--- src/rtl/pfe_pkg.sv ---
// pfe_pkg: shared types, codes, constants and digit helper of the printf format engine
// no dependencies
package pfe_pkg;

  localparam int PFE_MAX_WIDTH = 63;
  localparam int PFE_ARG_BITS  = 64;
  localparam int PFE_ARG_W     = 64;
  localparam int PFE_NDIG      = 22;   // octal of 64 bits needs the most digits
  localparam int PFE_DIGS_W    = 4 * PFE_NDIG;

  localparam logic [7:0] CH_PCT   = 8'h25;
  localparam logic [7:0] CH_HASH  = 8'h23;
  localparam logic [7:0] CH_ZERO  = 8'h30;
  localparam logic [7:0] CH_NINE  = 8'h39;
  localparam logic [7:0] CH_MINUS = 8'h2D;
  localparam logic [7:0] CH_SPACE = 8'h20;
  localparam logic [7:0] CH_PLUS  = 8'h2B;
  localparam logic [7:0] CH_DOT   = 8'h2E;
  localparam logic [7:0] CH_LC_A  = 8'h61;
  localparam logic [7:0] CH_UC_A  = 8'h41;

  // flag bit positions
  localparam int FL_ALT   = 0;
  localparam int FL_ZERO  = 1;
  localparam int FL_LEFT  = 2;
  localparam int FL_SPACE = 3;
  localparam int FL_PLUS  = 4;

  typedef enum logic [3:0] {
    LK_DEFAULT = 4'd0,
    LK_H_PEND  = 4'd1,
    LK_L_PEND  = 4'd2,
    LK_HH      = 4'd3,
    LK_H       = 4'd4,
    LK_L       = 4'd5,
    LK_LL      = 4'd6,
    LK_BIGL    = 4'd7,
    LK_T       = 4'd8
  } len_kind_t;

  typedef enum logic [5:0] {
    P_IDLE  = 6'b000001,
    P_FLAG  = 6'b000010,
    P_WIDTH = 6'b000100,
    P_PREC  = 6'b001000,
    P_LEN   = 6'b010000,
    P_CONV  = 6'b100000
  } parse_st_t;

  typedef enum logic [3:0] {
    S_IDLE = 4'b0001,
    S_DAB  = 4'b0010,
    S_SCAN = 4'b0100,
    S_EMIT = 4'b1000
  } seq_st_t;

  function automatic logic [7:0] digit_char(input logic [3:0] d, input logic upper);
    logic [7:0] r;
    if (d < 4'd10) begin
      r = CH_ZERO + {4'd0, d};
    end else begin
      r = (upper ? CH_UC_A : CH_LC_A) + {4'd0, d} - 8'd10;
    end
    return r;
  endfunction

endpackage

--- src/rtl/pfe_in_if.sv ---
// pfe_in_if: format input channel, valid/ready handshake
// depends on pfe_pkg
interface pfe_in_if;
  import pfe_pkg::*;
  logic                 valid;
  logic                 ready;
  logic                 mode;
  logic [7:0]           ch;
  logic [PFE_ARG_W-1:0] arg_value;
  modport source(output valid, mode, ch, arg_value, input ready);
  modport sink(input valid, mode, ch, arg_value, output ready);
endinterface

--- src/rtl/pfe_out_if.sv ---
// pfe_out_if: output byte channel, valid/ready handshake
// no dependencies
interface pfe_out_if;
  logic       valid;
  logic       ready;
  logic [7:0] out_char;
  logic       last;
  modport source(output valid, out_char, last, input ready);
  modport sink(input valid, out_char, last, output ready);
endinterface

--- src/rtl/printf_format_engine.sv ---
// printf_format_engine: top level of the byte-serial printf formatter
// depends on pfe_pkg, pfe_in_if, pfe_out_if
// A literal format byte is taken and its echo is loaded into the output
// register. A specifier byte that only changes parse state just updates the
// parser registers. An integer conversion runs a small sequencer around one
// shared digit unit: decimal goes through a shift-and-add-3 converter, then a
// leading-zero scan drops zero digits, works out the padding and hands over
// to emission, then one byte leaves per cycle while the output is not stalled,
// for max(width, digits + sign) bytes (at most 63); hex and octal skip the
// converter. fmt.ready stays low throughout. A new item is taken while the
// previous byte still waits in the output register only once that byte is
// being transferred in the same cycle.
module printf_format_engine
  import pfe_pkg::*;
#(
  parameter int MAX_WIDTH = PFE_MAX_WIDTH,
  parameter int ARG_BITS  = PFE_ARG_BITS
) (
  input logic       clk,
  input logic       rst,
  pfe_in_if.sink    fmt,
  pfe_out_if.source res
);

  localparam logic [PFE_ARG_W-1:0] MASK_L = {PFE_ARG_W{1'b1}} >> (PFE_ARG_W - ARG_BITS);
  localparam logic [9:0] MAX_W10 = 10'(MAX_WIDTH);

  // parser state
  parse_st_t        pstate, pstate_next;
  logic [4:0]       flags, flags_next;
  logic [5:0]       width, width_next;
  len_kind_t        lkind, lkind_next;

  // sequencer and shared digit unit
  seq_st_t          seq, seq_next;
  logic [PFE_ARG_W-1:0] mag;
  logic [PFE_DIGS_W-1:0] digs;
  logic [5:0]       dab_cnt;
  logic [4:0]       len;
  logic [5:0]       pad;
  logic [6:0]       total;
  logic [7:0]       sign_b;
  logic             upper;
  logic             prep;   // scan finished and padding worked out, emission follows

  // output register
  logic             ov;
  logic [7:0]       oc;
  logic             ol;

  logic             out_free, acc;
  assign out_free  = !ov || res.ready;
  assign fmt.ready = (seq == S_IDLE) && out_free;
  assign acc       = fmt.valid && fmt.ready;
  assign res.valid = ov;
  assign res.out_char = oc;
  assign res.last  = ol;

  // parse decode of the accepted byte
  logic       do_w, do_l, do_c, taken;
  logic       echo;
  logic [7:0] echo_b;
  logic       start_num;
  logic       num_dec, num_oct;
  logic [9:0] wsum;
  len_kind_t  lk_use;
  logic [PFE_ARG_W-1:0] v, mk, mag_n;
  logic       sb, ok;
  logic [7:0] sign_n;
  logic [7:0] c;

  always_comb begin
    c = fmt.ch;
    pstate_next = pstate;
    flags_next = flags;
    width_next = width;
    lkind_next = lkind;
    do_w = 1'b0;
    do_l = 1'b0;
    do_c = 1'b0;
    taken = 1'b0;
    echo = 1'b0;
    echo_b = c;
    start_num = 1'b0;
    num_dec = 1'b0;
    num_oct = 1'b0;
    lk_use = lkind;
    wsum = 10'd0;
    v = '0;
    mk = '0;
    sb = 1'b0;
    ok = 1'b1;
    mag_n = '0;
    sign_n = 8'd0;
    case (pstate)
      P_FLAG: begin
        case (c)
          CH_HASH:  flags_next[FL_ALT] = 1'b1;
          CH_ZERO:  flags_next[FL_ZERO] = 1'b1;
          CH_MINUS: flags_next[FL_LEFT] = 1'b1;
          CH_SPACE: flags_next[FL_SPACE] = 1'b1;
          CH_PLUS:  flags_next[FL_PLUS] = 1'b1;
          default:  do_w = 1'b1;
        endcase
      end
      P_WIDTH: do_w = 1'b1;
      P_PREC: begin
        if (!(c >= CH_ZERO && c <= CH_NINE)) begin
          do_l = 1'b1;
        end
      end
      P_LEN:  do_l = 1'b1;
      P_CONV: do_c = 1'b1;
      default: begin
        if (c == CH_PCT) begin
          pstate_next = P_FLAG;
          flags_next = '0;
          width_next = '0;
          lkind_next = LK_DEFAULT;
        end else begin
          pstate_next = P_IDLE;
          echo = 1'b1;
        end
      end
    endcase

    if (do_w) begin
      if (c >= CH_ZERO && c <= CH_NINE) begin
        wsum = 10'(width) * 10'd10 + 10'(c - CH_ZERO);
        width_next = (wsum > MAX_W10) ? 6'(MAX_WIDTH) : wsum[5:0];
        pstate_next = P_WIDTH;
      end else if (c == CH_DOT) begin
        pstate_next = P_PREC;
      end else begin
        do_l = 1'b1;
      end
    end

    if (do_l) begin
      case (lkind)
        LK_DEFAULT: begin
          taken = 1'b1;
          if (c == "h") lk_use = LK_H_PEND;
          else if (c == "l") lk_use = LK_L_PEND;
          else if (c == "L") lk_use = LK_BIGL;
          else if (c == "t") lk_use = LK_T;
          else taken = 1'b0;
        end
        LK_H_PEND: begin
          if (c == "h") begin
            lk_use = LK_HH;
            taken = 1'b1;
          end else begin
            lk_use = LK_H;
          end
        end
        LK_L_PEND: begin
          if (c == "l") begin
            lk_use = LK_LL;
            taken = 1'b1;
          end else begin
            lk_use = LK_L;
          end
        end
        default: lk_use = lkind;
      endcase
      lkind_next = lk_use;
      if (taken) begin
        pstate_next = (lk_use == LK_H_PEND || lk_use == LK_L_PEND) ? P_LEN : P_CONV;
      end else begin
        do_c = 1'b1;
      end
    end

    // argument width per length, sign bit and magnitude
    case (lk_use)
      LK_HH: begin
        mk = {{(PFE_ARG_W-8){1'b0}}, 8'hFF};
        sb = fmt.arg_value[7];
      end
      LK_H: begin
        mk = {{(PFE_ARG_W-16){1'b0}}, 16'hFFFF};
        sb = fmt.arg_value[15];
      end
      LK_DEFAULT: begin
        mk = {{(PFE_ARG_W-32){1'b0}}, 32'hFFFF_FFFF};
        sb = fmt.arg_value[31];
      end
      LK_L: begin
        mk = MASK_L;
        sb = fmt.arg_value[ARG_BITS-1];
      end
      LK_LL: begin
        mk = '1;
        sb = fmt.arg_value[PFE_ARG_W-1];
      end
      default: ok = 1'b0;
    endcase
    v = fmt.arg_value & mk;

    if (do_c) begin
      pstate_next = P_IDLE;
      case (c)
        "d", "i": begin
          start_num = 1'b1;
          num_dec = 1'b1;
          if (ok && sb) begin
            mag_n = (~v + 1'b1) & mk;
            sign_n = CH_MINUS;
          end else begin
            mag_n = v;
            if (flags[FL_PLUS]) sign_n = CH_PLUS;
            else if (flags[FL_SPACE]) sign_n = CH_SPACE;
          end
        end
        "u": begin
          start_num = 1'b1;
          num_dec = 1'b1;
          mag_n = v;
        end
        "o": begin
          start_num = 1'b1;
          num_oct = 1'b1;
          mag_n = v;
        end
        "x", "X": begin
          start_num = 1'b1;
          mag_n = v;
        end
        "e", "E", "f", "F", "g", "G", "a", "A", "p", "n": ;
        "c": begin
          echo = 1'b1;
          echo_b = fmt.arg_value[7:0];
        end
        default: echo = 1'b1;
      endcase
    end

    if (fmt.mode) begin
      pstate_next = P_IDLE;
      flags_next = '0;
      width_next = '0;
      lkind_next = LK_DEFAULT;
      echo = 1'b0;
      start_num = 1'b0;
    end
  end

  // octal digit spread into nibbles
  logic [PFE_DIGS_W-1:0] oct_digs;
  logic [3*PFE_NDIG-1:0] mag_oct;
  assign mag_oct = (3*PFE_NDIG)'(mag_n);
  always_comb begin
    for (int i = 0; i < PFE_NDIG; i++) begin
      oct_digs[4*i +: 4] = {1'b0, mag_oct[3*i +: 3]};
    end
  end

  // shift-and-add-3 step over the decimal digits
  logic [79:0] bcd_adj;
  always_comb begin
    for (int i = 0; i < 20; i++) begin
      bcd_adj[4*i +: 4] = (digs[4*i +: 4] >= 4'd5) ? digs[4*i +: 4] + 4'd3
                                                   : digs[4*i +: 4];
    end
  end

  // emission choice
  logic       lead_sp, lead_z;
  logic [7:0] emit_b;
  logic       emit;
  logic [5:0] lws;
  assign lead_sp = !flags[FL_LEFT] && !flags[FL_ZERO] && (pad != 6'd0);
  assign lead_z  = !flags[FL_LEFT] && flags[FL_ZERO] && (pad != 6'd0);
  assign emit    = (seq == S_EMIT) && out_free;
  assign lws     = 6'(len) + ((sign_b != 8'd0) ? 6'd1 : 6'd0);

  always_comb begin
    if (lead_sp) emit_b = CH_SPACE;
    else if (sign_b != 8'd0) emit_b = sign_b;
    else if (lead_z) emit_b = CH_ZERO;
    else if (len != 5'd0) emit_b = digit_char(digs[PFE_DIGS_W-1 -: 4], upper);
    else emit_b = CH_SPACE;
  end

  always_comb begin
    seq_next = seq;
    case (seq)
      S_IDLE: begin
        if (acc && start_num) seq_next = !ok ? S_SCAN : (num_dec ? S_DAB : S_SCAN);
      end
      S_DAB:  if (dab_cnt == 6'd0) seq_next = S_SCAN;
      S_SCAN: begin
        if (prep) seq_next = (total == 7'd0) ? S_IDLE : S_EMIT;
      end
      S_EMIT: if (emit && total == 7'd1) seq_next = S_IDLE;
      default: seq_next = S_IDLE;
    endcase
  end

  always_ff @(posedge clk) begin
    if (rst) begin
      pstate <= P_IDLE;
      flags <= '0;
      width <= '0;
      lkind <= LK_DEFAULT;
      seq <= S_IDLE;
      ov <= 1'b0;
      prep <= 1'b0;
    end else begin
      seq <= seq_next;
      if (acc) begin
        pstate <= pstate_next;
        flags <= flags_next;
        width <= width_next;
        lkind <= lkind_next;
      end
      // output register
      if (acc && echo) begin
        ov <= 1'b1;
        oc <= echo_b;
        ol <= 1'b1;
      end else if (emit) begin
        ov <= 1'b1;
        oc <= emit_b;
        ol <= (total == 7'd1);
      end else if (res.ready) begin
        ov <= 1'b0;
      end
      case (seq)
        S_IDLE: begin
          prep <= 1'b0;
          if (acc && start_num) begin
            mag <= mag_n;
            sign_b <= sign_n;
            upper <= (c == "X");
            dab_cnt <= 6'd63;
            if (!ok) begin
              len <= 5'd0;
              digs <= '0;
            end else begin
              len <= 5'(PFE_NDIG);
              if (num_dec) digs <= '0;
              else if (num_oct) digs <= oct_digs;
              else digs <= PFE_DIGS_W'(mag_n);
            end
          end
        end
        S_DAB: begin
          digs <= {8'd0, bcd_adj[78:0], mag[PFE_ARG_W-1]};
          mag <= mag << 1;
          dab_cnt <= dab_cnt - 6'd1;
        end
        S_SCAN: begin
          if (!prep) begin
            if (len > 5'd1 && digs[PFE_DIGS_W-1 -: 4] == 4'd0) begin
              digs <= digs << 4;
              len <= len - 5'd1;
            end else begin
              prep <= 1'b1;
              pad <= (width > lws) ? width - lws : 6'd0;
              total <= (width > lws) ? 7'(width) : 7'(lws);
            end
          end
        end
        S_EMIT: begin
          prep <= 1'b0;
          if (emit) begin
            total <= total - 7'd1;
            if (lead_sp) pad <= pad - 6'd1;
            else if (sign_b != 8'd0) sign_b <= 8'd0;
            else if (lead_z) pad <= pad - 6'd1;
            else if (len != 5'd0) begin
              len <= len - 5'd1;
              digs <= digs << 4;
            end else pad <= pad - 6'd1;
          end
        end
        default: prep <= 1'b0;
      endcase
    end
  end

endmodule

--- src/flat_wrapper.sv ---
// flat-port wrapper written by rule: the top's interface ports become plain ports
module printf_format_engine_flat import pfe_pkg::*;
#(
  parameter int MAX_WIDTH = PFE_MAX_WIDTH,
  parameter int ARG_BITS  = PFE_ARG_BITS
)
  (clk, rst, fmt_valid, fmt_mode, fmt_ch, fmt_arg_value, fmt_ready, res_valid, res_out_char, res_last, res_ready);
  pfe_in_if fmt_i ();
  pfe_out_if res_i ();
  input logic clk;
  input logic rst;
  input wire logic [$bits(fmt_i.valid)-1:0] fmt_valid;
  input wire logic [$bits(fmt_i.mode)-1:0] fmt_mode;
  input wire logic [$bits(fmt_i.ch)-1:0] fmt_ch;
  input wire logic [$bits(fmt_i.arg_value)-1:0] fmt_arg_value;
  output wire logic [$bits(fmt_i.ready)-1:0] fmt_ready;
  output wire logic [$bits(res_i.valid)-1:0] res_valid;
  output wire logic [$bits(res_i.out_char)-1:0] res_out_char;
  output wire logic [$bits(res_i.last)-1:0] res_last;
  input wire logic [$bits(res_i.ready)-1:0] res_ready;
  assign fmt_i.valid = fmt_valid;
  assign fmt_i.mode = fmt_mode;
  assign fmt_i.ch = fmt_ch;
  assign fmt_i.arg_value = fmt_arg_value;
  assign fmt_ready = fmt_i.ready;
  assign res_valid = res_i.valid;
  assign res_out_char = res_i.out_char;
  assign res_last = res_i.last;
  assign res_i.ready = res_ready;
  printf_format_engine #(.MAX_WIDTH(MAX_WIDTH), .ARG_BITS(ARG_BITS)) u_core (.clk(clk), .rst(rst), .fmt(fmt_i), .res(res_i));
endmodule
--- config.mk ---
export PLATFORM = sky130hd
export DESIGN_NAME = printf_format_engine_flat
export DESIGN_NICKNAME = d
export VERILOG_FILES = /design/src/rtl/pfe_pkg.sv /design/src/rtl/pfe_in_if.sv /design/src/rtl/pfe_out_if.sv /design/src/rtl/printf_format_engine.sv /design/src/flat_wrapper.sv
export SDC_FILE = /design/constraint.sdc
export NUM_CORES = 1
export LEC_CHECK = 0
export BUFFER_PORTS_ARGS = -buffer_cell sky130_fd_sc_hd__buf_2
export CAP_MARGIN = 25
export CORE_MARGIN = 2
export CORE_UTILIZATION = 41
export DETAILED_ROUTE_END_ITERATION = 8
export GPL_TIMING_DRIVEN = 1
export MAX_ROUTING_LAYER = met4
export PLACE_DENSITY_LB_ADDON = 0.08
export SYNTH_ARGS = -nofsm -noshare
export SYNTH_HDL_FRONTEND = slang
export SYNTH_SLANG_ARGS = --single-unit
--- constraint.sdc ---
create_clock -name clk -period 7.8 [get_ports clk]
set_input_delay 0.39 -clock clk [delete_from_list [all_inputs] [get_ports clk]]
set_output_delay 0.39 -clock clk [all_outputs]
set_load 0.01 [all_outputs]
# Word level (Yosys, flattened, before mapping)
# Index checks and enable logic that the tools add are counted.
[op_classes]
addsub = 32
n_mul = 1
order_cmp = 26
eq_ne = 67
n_mux = 169
n_bitwise = 4
n_reduce_logical = 59
[ops]
columns = ["cell", "n"]
rows = [
  ["2-to-1 mux 88 bit", 10],
  ["case mux 88 bit (4 select lines)", 1],
  ["case mux 64 bit (2 select lines)", 2],
  ["case mux 64 bit (4 select lines)", 1],
  ["2-to-1 mux 64 bit", 3],
  ["== test 8 x 7 -> 1 bit, second input constant", 21],
  ["2-to-1 mux 6 bit", 27],
  ["2-to-1 mux 4 bit", 35],
  ["2-to-1 mux 8 bit", 17],
  ["AND 64 bit", 2],
  ["2-to-1 mux 85 bit", 1],
  ["greater-or-equal comparator 4 x 3 -> 1 bit, second input constant", 20],
  ["adder 4 x 2 -> 4 bit, second input constant", 19],
  ["adder 64 x 1 -> 64 bit, second input constant", 1],
  ["NOT 64 bit", 1],
  ["== test 8 x 6 -> 1 bit, second input constant", 7],
  ["2-to-1 mux 5 bit", 11],
  ["2-to-1 mux 1 bit", 40],
  ["case mux 6 bit (2 select lines)", 2],
  ["2-to-1 mux 7 bit", 3],
  ["AND reduction 10 bit", 2],
  ["AND reduction 4 bit", 5],
  ["!= test 2 bit, second input constant", 9],
  ["== test 4 x 2 -> 1 bit, second input constant", 4],
  ["67 further kinds", 114],
]
[word_totals]
reg_bits = 220
out_inout_bits = 11
wordCells = 378

# Logic depth before layout (Yosys ltp)
# Gate-level depths: netlist of the first run.
[logic_depth]
depth_word = 24
mapped_depth = 20
depth_no_buf = 17

# Least setup slack after synthesis of the first run
# OpenSTA, ideal clock, no wires.
[synth_path]
path_type = "in2reg"
start = "input fmt_ch[4]"
end = "register u_core.digs[0] (enable)"
setup_time_ns = 0.564
t_arrival_ns = 7.053
required_time_ns = 7.236
path_slack_ns = 0.184
stages = 13
cell_sequence = "inv_1 -> ha_1 -> clkbuf_1 -> nand4_1 -> a21oi_1 -> or3_1 -> a21oi_4 -> a21oi_2 -> a21oi_1 -> nand2_1 -> a21oi_1 -> nand3_1 -> a21oi_1"
[synth_between]
elab_chain_len = 14
word_cells_on_any_way = 44
cone_classes = "order compare (2); eq/ne (17); mux (20); reduce/logical (5)"
[synth_lines]
columns = ["element", "line", "text"]
rows = [
  ["start: declaration", "flat_wrapper.sv:14", "input wire logic [$bits(fmt_i.ch)-1:0] fmt_ch;"],
  ["parallel branches: the longest is 9 deep, another holds greater-or-equal comparator 8 x 6 -> 1 bit", "--", ""],
  ["2-to-1 mux 1 bit (*)", "printf_format_engine.sv:201", "if (do_c) begin"],
  ["2-to-1 mux 1 bit (*)", "printf_format_engine.sv:239", "if (fmt.mode) begin"],
  ["logical AND 1 bit (*)", "printf_format_engine.sv:333", "if (acc && start_num) begin"],
  ["!= test 2 bit (no line) (*)", "--", ""],
  ["AND reduction 10 bit (no line) (*)", "--", ""],
  ["end signal: assignment", "printf_format_engine.sv:344", "else if (num_oct) digs <= oct_digs;"],
  ["end signal: assignment", "printf_format_engine.sv:345", "else digs <= PFE_DIGS_W'(mag_n);"],
  ["end signal: assignment", "printf_format_engine.sv:350", "digs <= {8'd0, bcd_adj[78:0], mag[PFE_ARG_W-1]};"],
  ["end: declaration", "printf_format_engine.sv:37", "logic [PFE_DIGS_W-1:0] digs;"],
]
# Mark *: on every way between the ends. The select of a mux whose other input is x is not followed.
# A chain may end at the register's enable or synchronous reset.

# Final worst setup path of the first run
[layout_path]
start = "input fmt_ch[4]"
end = "register u_core.digs[56] (data pin)"
[layout_between]
elab_chain_len = 23
word_cells_on_any_way = 76
cone_classes = "add/sub (1); order compare (2); eq/ne (20); mux (41); bitwise (3); reduce/logical (9)"
[layout_lines]
columns = ["element", "line", "text"]
rows = [
  ["greater-or-equal comparator 8 x 6 -> 1 bit, or another cell as far along", "printf_format_engine.sv:108, printf_format_engine.sv:128", ""],
  ["logical AND 1 bit or 2-to-1 mux 4 bit (tied branches)", "printf_format_engine.sv:108, printf_format_engine.sv:128, printf_format_engine.sv:146", ""],
  ["2-to-1 mux 1 bit or 2-to-1 mux 4 bit (tied branches)", "printf_format_engine.sv:108, printf_format_engine.sv:145", ""],
  ["case mux 1 bit (2 select lines) or 2-to-1 mux 4 bit (tied branches)", "printf_format_engine.sv:95, printf_format_engine.sv:144", ""],
  ["2-to-1 mux 1 bit or 2-to-1 mux 4 bit (tied branches)", "printf_format_engine.sv:132, printf_format_engine.sv:143", ""],
  ["2-to-1 mux 1 bit or case mux 4 bit (3 select lines) (tied branches)", "printf_format_engine.sv:128, printf_format_engine.sv:140", ""],
  ["2-to-1 mux 1 bit or 2-to-1 mux 4 bit (tied branches)", "printf_format_engine.sv:127, printf_format_engine.sv:139", ""],
  ["2-to-1 mux 4 bit", "printf_format_engine.sv:139", "if (do_l) begin"],
  ["(+7 left out)", "--", ""],
  ["2-to-1 mux 64 bit", "printf_format_engine.sv:207", "if (ok && sb) begin"],
  ["case mux 64 bit (2 select lines)", "printf_format_engine.sv:203", "case (c)"],
  ["2-to-1 mux 64 bit", "printf_format_engine.sv:201", ""],
  ["2-to-1 mux 85 bit", "printf_format_engine.sv:344", ""],
  ["2-to-1 mux 88 bit", "printf_format_engine.sv:343", "if (num_dec) digs <= '0;"],
  ["2-to-1 mux 88 bit (*)", "printf_format_engine.sv:338", "if (!ok) begin"],
  ["2-to-1 mux 88 bit (*)", "printf_format_engine.sv:333", ""],
  ["case mux 88 bit (4 select lines) (*)", "printf_format_engine.sv:330", "case (seq)"],
]
# Mark *: on every way between the ends. The rest lies on a longest branch, timed or not. The select of a mux whose other input is x is not followed.

==> results.md, run 1 <==
* HP Class: input pin to register
* Pre-CTS WS at 2.01 ns
* # setup viols final at 0
* DR iter-0 viols at 1817
* CTS Buffer Depth at 3
* Mean Syn Cell Area at 8.40 µm²
* Critical-path cell list: buf_2, inv_1, ha_1, or3b_4, o2111a_1, or2_4, o22ai_4, a2111oi_4, o21a_1, nand2_1, ha_1, inv_1, o31ai_2, buf_4, nand3_2, o21a_1, nor3b_1, a21oi_1, o221ai_1
* Clock share of power at 0.431
* Tot GR Track Use at 0.287
* Buffer count from post-CTS setup fixing at 0
* Detailed Routing Iterations Pass 1 at 7
* Cell variety after synth at 105
* WL final at 62700 µm
* Post-Synthesis Net Count at 2249
* Final period util at 0.679
* Root Buffer: clkbuf_16
* Drt drc at 0
* Register area share after synthesis at 0.355
* Final hold violation count at 0
* Internal at 2.10 mW
* Setup TNS at 0 ns
* Cell count after synthesis at 2089
* Max-slew headroom at 0.305
* R2r startpoint: u_core.lkind[0]$_SDFFE_PP0P_
* Placer Congestion at 0.958
* RSZ-0062 raised after global routing: no
* Grt total ovfl at 0
* Vias in the first global route at 15916
* Fillers at 4184
* Crit path launch: fmt_ch[4]
* Site row count at 75
* Crit Path Class: input pin to register
* Clk sinks at 216
* Worst Path Arrival at 5.57 ns
* Sw frac at 0.264
* Setup crit end kind: register
* Clk_skew at 0.0142 ns
* Main area contributors after synthesis: edfxtp_1 (33%), a21oi_1 (5.8%), ha_1 (5.7%)
* Final net count at 2276
* CTS buffer count at 27
* PostCTS Resize Cnt at 0
* CTS tree: yes
* Post-Synthesis Cell Area at 0.0175 mm²
* Synthesis-to-layout area growth at 9.80%
* Power per cell area at 148 mW/mm²
* Via Count at 16948
* Top-count cell post-synth: nand2_1
* Synth top area share at 0.325
* Die area at 0.0445 mm²
* Number of enable flip-flop cells after synthesis at 190
* Final WS setup at 2.50 ns
* Comb power frac at 0.103
* Total net switching power at 0.753 mW
* Multi-input gate area at 0.0105 mm²
* CP Launch Type: input pin
* Hold_buf cts at 0
* Core area at 0.0421 mm²
* Drt wl/cell at 23.4 µm
* Minimum clock period at 5.30 ns
* Max_cap viols at 0
* H-tree levels at 1
* Actual slew at the worst max-slew pin at 1.04 ns
* Layout cell share with drive strength beyond 1 at 0.100
* Area occupied by registers at 0.00623 mm²
* CP max-delay cell: o22ai_4
* Num ports at 88
* Top post-synthesis cells by count: nand2_1 (242), a21oi_1 (204), o21ai_0 (197)
* Fmax at 189 MHz
* Synth warnings at 0
* Die Y at 211 µm
* Largest net degree at the start of global routing at 131
* Top FF cell, synth: edfxtp_1
* Die W at 211 µm
* Synthesis-stage register bit count at 216
* Post-synth top area cell: edfxtp_1
* Slew Limit Fails at 0
* Pleak at 6.66 nW
* CP required at 8.07 ns
* CP peak stage delay at 0.51 ns
* Clk pin slew, worst setup/hold paths at 0.06 ns
* Status: finished, final reports clean
* Dpl hpwl at 45400 µm
* Crit-path max FO at 23
* Async SR Flop Fraction at 0
* Origin of the worst min-delay path: fmt_arg_value[22]
* Initial Util at 0.416
* Max IR drop VDD at 150 µV
* Seq pwr share at 0.467
* Clk_lat worst skew at 0.57 ns
* Initial antenna violation count at 1
* PortBufs at 87
* Vias/cell at 6.33
* Routed Antenna Nets at 0
* First-pass GRT wire length at 96000 µm
worst max-delay path, delay by kind of cell:
kind / cells / cell delay [ns]
buffers and inverters: 4 / 0.65
AO/OA/AOI/OAI: 8 / 2.47
adder cells (fa/ha/maj): 2 / 0.73
AND/OR/NAND/NOR: 5 / 1.32
path summary, 6_finish.rpt:
kind	end	slack, ns	depth (start not counted)
max	u_core.digs[56]$_DFFE_PP_	2.50	19
min	u_core.digs[29]$_DFFE_PP_	0.26	3
max reg2reg	u_core.digs[56]$_DFFE_PP_	2.57	16
min reg2reg	u_core.prep$_SDFFE_PP0N_	0.49	2
cell families (layout without fill, tap and decap cells):
| logic type | after synthesis | in the layout | share of synthesized area |
|---|---|---|---|
| other | 0 | 1 | 0 |
| muxes | 16 | 16 | 0.00955 |
| AOI/OAI and AO/OA | 756 | 756 | 0.278 |
| adders and majority gates | 83 | 83 | 0.0605 |
| buffers and inverters | 207 | 255 | 0.0501 |
| and+or+nand+nor | 742 | 742 | 0.212 |
| xor gates and xnor gates | 69 | 69 | 0.0344 |
| DFF | 216 | 216 | 0.355 |
flip-flops by register name, indices dropped and copies added, names as in the netlist, 5 cells and up:
signal,flops
u_core.dab_cnt,6
u_core.digs,88
u_core.len,5
u_core.mag,64
u_core.pad,6
u_core.pstate,6
u_core.res.out_char,8
u_core.total,7
u_core.width,6
power by group through the flow:
stage          Combinational, mW  Clock, mW  Sequential (mW)
5_1_grt                    0.321       1.29             1.34
6_report                   0.292       1.23             1.33
2_1_floorplan              0.175          0             1.35
4_1_cts                    0.289       1.25             1.33
3_5_place_dp               0.288          0             1.35
3_3_place_gp               0.285          0             1.35
final cells by class:
type	instances	share of cell area
well taps	539	0.0350
flip-flops and latches	216	0.323
inverters	89	0.0173
clock buffers	38	0.0393
multi-input cells	1666	0.545
repair buffers	116	0.0356
clock inverters	12	0.00468
diodes	1	0.000130
through the flow:
stage	util	power [mW]	hold slack (ns)	std cells	area (µm²)
after global placement	0.436	1.64	0.471	2623	18400
after floorplan	-	1.53	0.460	2089	17500
after global routing	0.457	2.95	0.262	2677	19300
after detailed placement	0.437	1.64	0.484	2626	18400
after CTS	0.457	2.87	0.240	2676	19300
final	0.457	2.85	0.258	2677	19300
cell usage in the layout (no fill, tap or decap), drive strengths merged, types with 8 or more instances in the layout:
cell type  netlist  routed
a211oi          11      11
a21o            18      18
a21oi          210     210
a22o             8       8
a22oi           40      40
a31oi           31      31
and3            17      17
buf             43     116
clkbuf          75      38
clkinv           0       8
dfxtp           26      26
edfxtp         190     190
ha              80      80
inv             89      91
mux2i           13      13
nand2          243     243
nand2b          42      42
nand3           40      40
nand3b           8       8
nand4           13      13
nor2           166     166
nor2b           19      19
nor3            70      70
nor3b           34      34
nor4            14      14
nor4b           15      15
o2111ai          8       8
o211ai          18      18
o21a            19      19
o21ai          223     223
o221ai          23      23
o22ai           19      19
o31ai           43      43
or3             24      24
or4             13      13
xnor2           49      49
xor2            20      20
layer usage:
layer	GRT usage	routed length, µm	part of all wire
met3	0.0391	4790	0.076
met2	0.428	27400	0.44
met1	0.404	28300	0.45
met4	0.0932	2210	0.035
met5	-	0	0
Note: power is estimated with default switching activity, not from simulation.
==> run 2: changes to the inputs <==
--- a/config.mk
+++ b/config.mk
@@ -5,6 +5,7 @@
 export SDC_FILE = /design/constraint.sdc
 export NUM_CORES = 1
 export LEC_CHECK = 0
+export ABC_AREA = 1
 export BUFFER_PORTS_ARGS = -buffer_cell sky130_fd_sc_hd__buf_2
 export CAP_MARGIN = 25
 export CORE_MARGIN = 2
==> constraint.sdc (replaced) <==
create_clock -name clk -period 4.63 [get_ports clk]
set_input_delay 0.2315 -clock clk [delete_from_list [all_inputs] [get_ports clk]]
set_output_delay 0.2315 -clock clk [all_outputs]
set_load 0.01 [all_outputs]
==> run 2 against run 1 <==
Critical path depth rose by 6. Synthesized cell count rose by 26%. Via count rose by 8.2%. Non-clock buffer count rose by 25. Clock skew rose by 0.0055 ns. Register-to-register slack got worse by 2.1 ns. Worst hold slack got worse by 0.23 ns. Die area rose by 4.4%. Count of clock-buffer cells in the layout fell by 5. Highest routed layer unchanged.
==> results.md, run 2 <==
* Die W at 215 µm
* Sw frac at 0.356
* Routed Antenna Nets at 0
* Area occupied by registers at 0.00623 mm²
* Crit path top cell by count: nand2_1
* Max_cap viols at 0
* Crit Path Class: register to register
* Slew Limit Fails at 0
* Actual slew at the worst max-slew pin at 1.00 ns
* Clk pin slew, worst setup/hold paths at 0.07 ns
* Synthesis-stage register bit count at 216
* First-pass GRT wire length at 99400 µm
* Cell variety after synth at 69
* Buffer count from post-CTS setup fixing at 0
* CP peak stage delay at 0.36 ns
* Final WS setup at 0.421 ns
* Crit-path max FO at 36
* Post-Synthesis Cell Area at 0.0183 mm²
* Layout cell share with drive strength beyond 1 at 0.114
* Vias/cell at 5.55
* Minimum clock period at 4.21 ns
* Synthesis-to-layout area growth at 11.8%
* H-tree levels at 1
* CTS buffer count at 26
* Initial antenna violation count at 0
* Post-Synthesis Net Count at 2783
* Die area at 0.0464 mm²
* CP required at 4.90 ns
* Total Power at 6.91 mW
* Number of enable flip-flop cells after synthesis at 190
* Core area at 0.0442 mm²
* Final hold violation count at 0
* Clock share of power at 0.300
* Top post-synthesis cells by count: nand2_1 (572), nor2_1 (328), nand3_1 (312)
* Num ports at 88
* Fmax at 238 MHz
* Dpl hpwl at 48300 µm
* Top-count cell post-synth: nand2_1
* Drt drc at 0
* Dpl cells at 3260
* HP Class: input pin to register
* CTS Buffer Depth at 3
* Die Y at 215 µm
* Setup crit end kind: register
* PortBufs at 87
* Seq pwr share at 0.416
* Via Count at 18345
* Synth top area share at 0.311
* CP Launch Type: register
* Grt total ovfl at 0
* Detailed Routing Iterations Pass 1 at 6
* Worst Path Arrival at 4.47 ns
* Clk_lat worst skew at 0.56 ns
* DR iter-0 viols at 1432
* Drt wl/cell at 19.1 µm
* Site row count at 77
* Status: finished, final reports clean
* Clk_skew at 0.0198 ns
* Largest net degree at the start of global routing at 95
* # setup viols final at 0
* Max reg flops at 88
* Comb power frac at 0.283
* Multi-input gate area at 0.0106 mm²
* Clk sinks at 216
* Cell count after synthesis at 2623
* Ant. Diodes at 0
* Placer Congestion at 0.957
* Top FF cell, synth: edfxtp_1
* Internal at 4.45 mW
* Post-synth top area cell: edfxtp_1
* Fillers at 4592
* Total net switching power at 2.46 mW
* Root Buffer: clkbuf_16
* Max IR drop VDD at 317 µV
* Final cell count without fillers at 3308
* Final net count at 2856
* Main area contributors after synthesis: edfxtp_1 (31%), nand2_1 (12%), nand3_1 (8.5%)
* Most common cell after layout, fill and taps aside: nand2_1
* Final period util at 0.909
* Most frequent cells in the layout: nand2_1 (569), nor2_1 (318), nand3_1 (311)
* Power per cell area at 337 mW/mm²
* Mean Syn Cell Area at 6.99 µm²
* Synth warnings at 0
* Max-slew headroom at 0.331
* CP max-delay cell: dfxtp_1
* Pre-CTS WS at 0.207 ns
* Top reg by flops: u_core.digs
* Pleak at 8.95 nW
* RSZ-0062 raised after global routing: no
* Final core utilization at 0.464
* Register area share after synthesis at 0.339
* WL final at 63300 µm
* Initial Util at 0.415
* Vias in the first global route at 17661
* Async SR Flop Fraction at 0
* Tot GR Track Use at 0.278
* CTS tree: yes
run 2: cell types whose count changed after synthesis, sizes merged, moves of 54 or more:
| cell | before | now |
|---|---|---|
| nand3 | 40 | 319 |
| a21oi | 210 | 156 |
| nor2 | 166 | 351 |
| inv | 89 | 321 |
| nand2 | 243 | 607 |
run 2: worst max-delay path: cells and delay by family, from the launching register on:
family                     cells  cell delay, ns
and+or+nand+nor               20            2.79
DFF                            1            0.36
AOI/OAI and AO/OA              2            0.35
adders and majority gates      1            0.22
buffers and inverters          2            0.21
run 2: worst paths after layout:
path / start / end / slack [ns] / cells after the start
hold / removal: res_ready / u_core.res.valid$_SDFFE_PP0P_ / 0.03 / 4
setup reg to reg: u_core.lkind[2]$_SDFFE_PP0P_ / u_core.mag[52]$_DFFE_PP_ / 0.42 / 25
setup / recovery: u_core.lkind[2]$_SDFFE_PP0P_ / u_core.mag[52]$_DFFE_PP_ / 0.42 / 25
hold reg to reg: u_core.flags[3]$_SDFFE_PP0P_ / u_core.flags[3]$_SDFFE_PP0P_ / 0.46 / 2
run 2: per-layer routing:
layer / share of wire / routed length, µm / up-vias / global-route usage
met2: 0.49 / 31000 / 575 / 0.480
li1: - / - / 8992 / -
met3: 0.049 / 3070 / 120 / 0.0252
met1: 0.42 / 26600 / 8658 / 0.340
met5: 0 / 0 / - / -
met4: 0.041 / 2620 / 0 / 0.102
run 2: cells by family (layout without fill, tap and decap cells):
logic type	count (synthesis)	after routing	synth area share
AND/OR/NAND/NOR	1377	1377	0.335
AO/OA/AOI/OAI	487	487	0.156
buffers and inverters	420	513	0.0930
flip-flops	216	216	0.339
adder cells (fa/ha/maj)	83	83	0.0579
XOR/XNOR	40	40	0.0191
run 2: area by class of cell:
class                   count  share of cell area
multi-input cells        1987               0.515
flip-flops and latches    216               0.304
inverters                 324              0.0599
repair buffers            141              0.0441
well taps                 592              0.0361
clock buffers              33              0.0350
clock inverters            15             0.00641
run 2: power by group through the flow:
stage	clock network, mW	logic [mW]	registers, mW
6_report	2.08	1.96	2.88
5_1_grt	2.18	2.21	2.92
4_1_cts	2.11	1.97	2.88
3_5_place_dp	0	1.96	2.91
3_3_place_gp	0	1.92	2.91
2_1_floorplan	0	1.26	2.90
run 2: what timing repair did:
item,4_1_cts,5_1_grt
gates resized for setup,0,1
hold endpoints to repair,0,0
hold buffers,0,0
endpoints found under the setup margin,0,12
run 2: metrics by stage:
step           hold slack, ns  TNS (ns)  instance area, µm²
4_1_cts               0.00432         0               20500
5_1_grt                0.0524         0               20500
2_1_floorplan           0.309   -139.66               18500
6_report               0.0253         0               20500
3_5_place_dp            0.452         0               19700
3_3_place_gp            0.452         0               19700
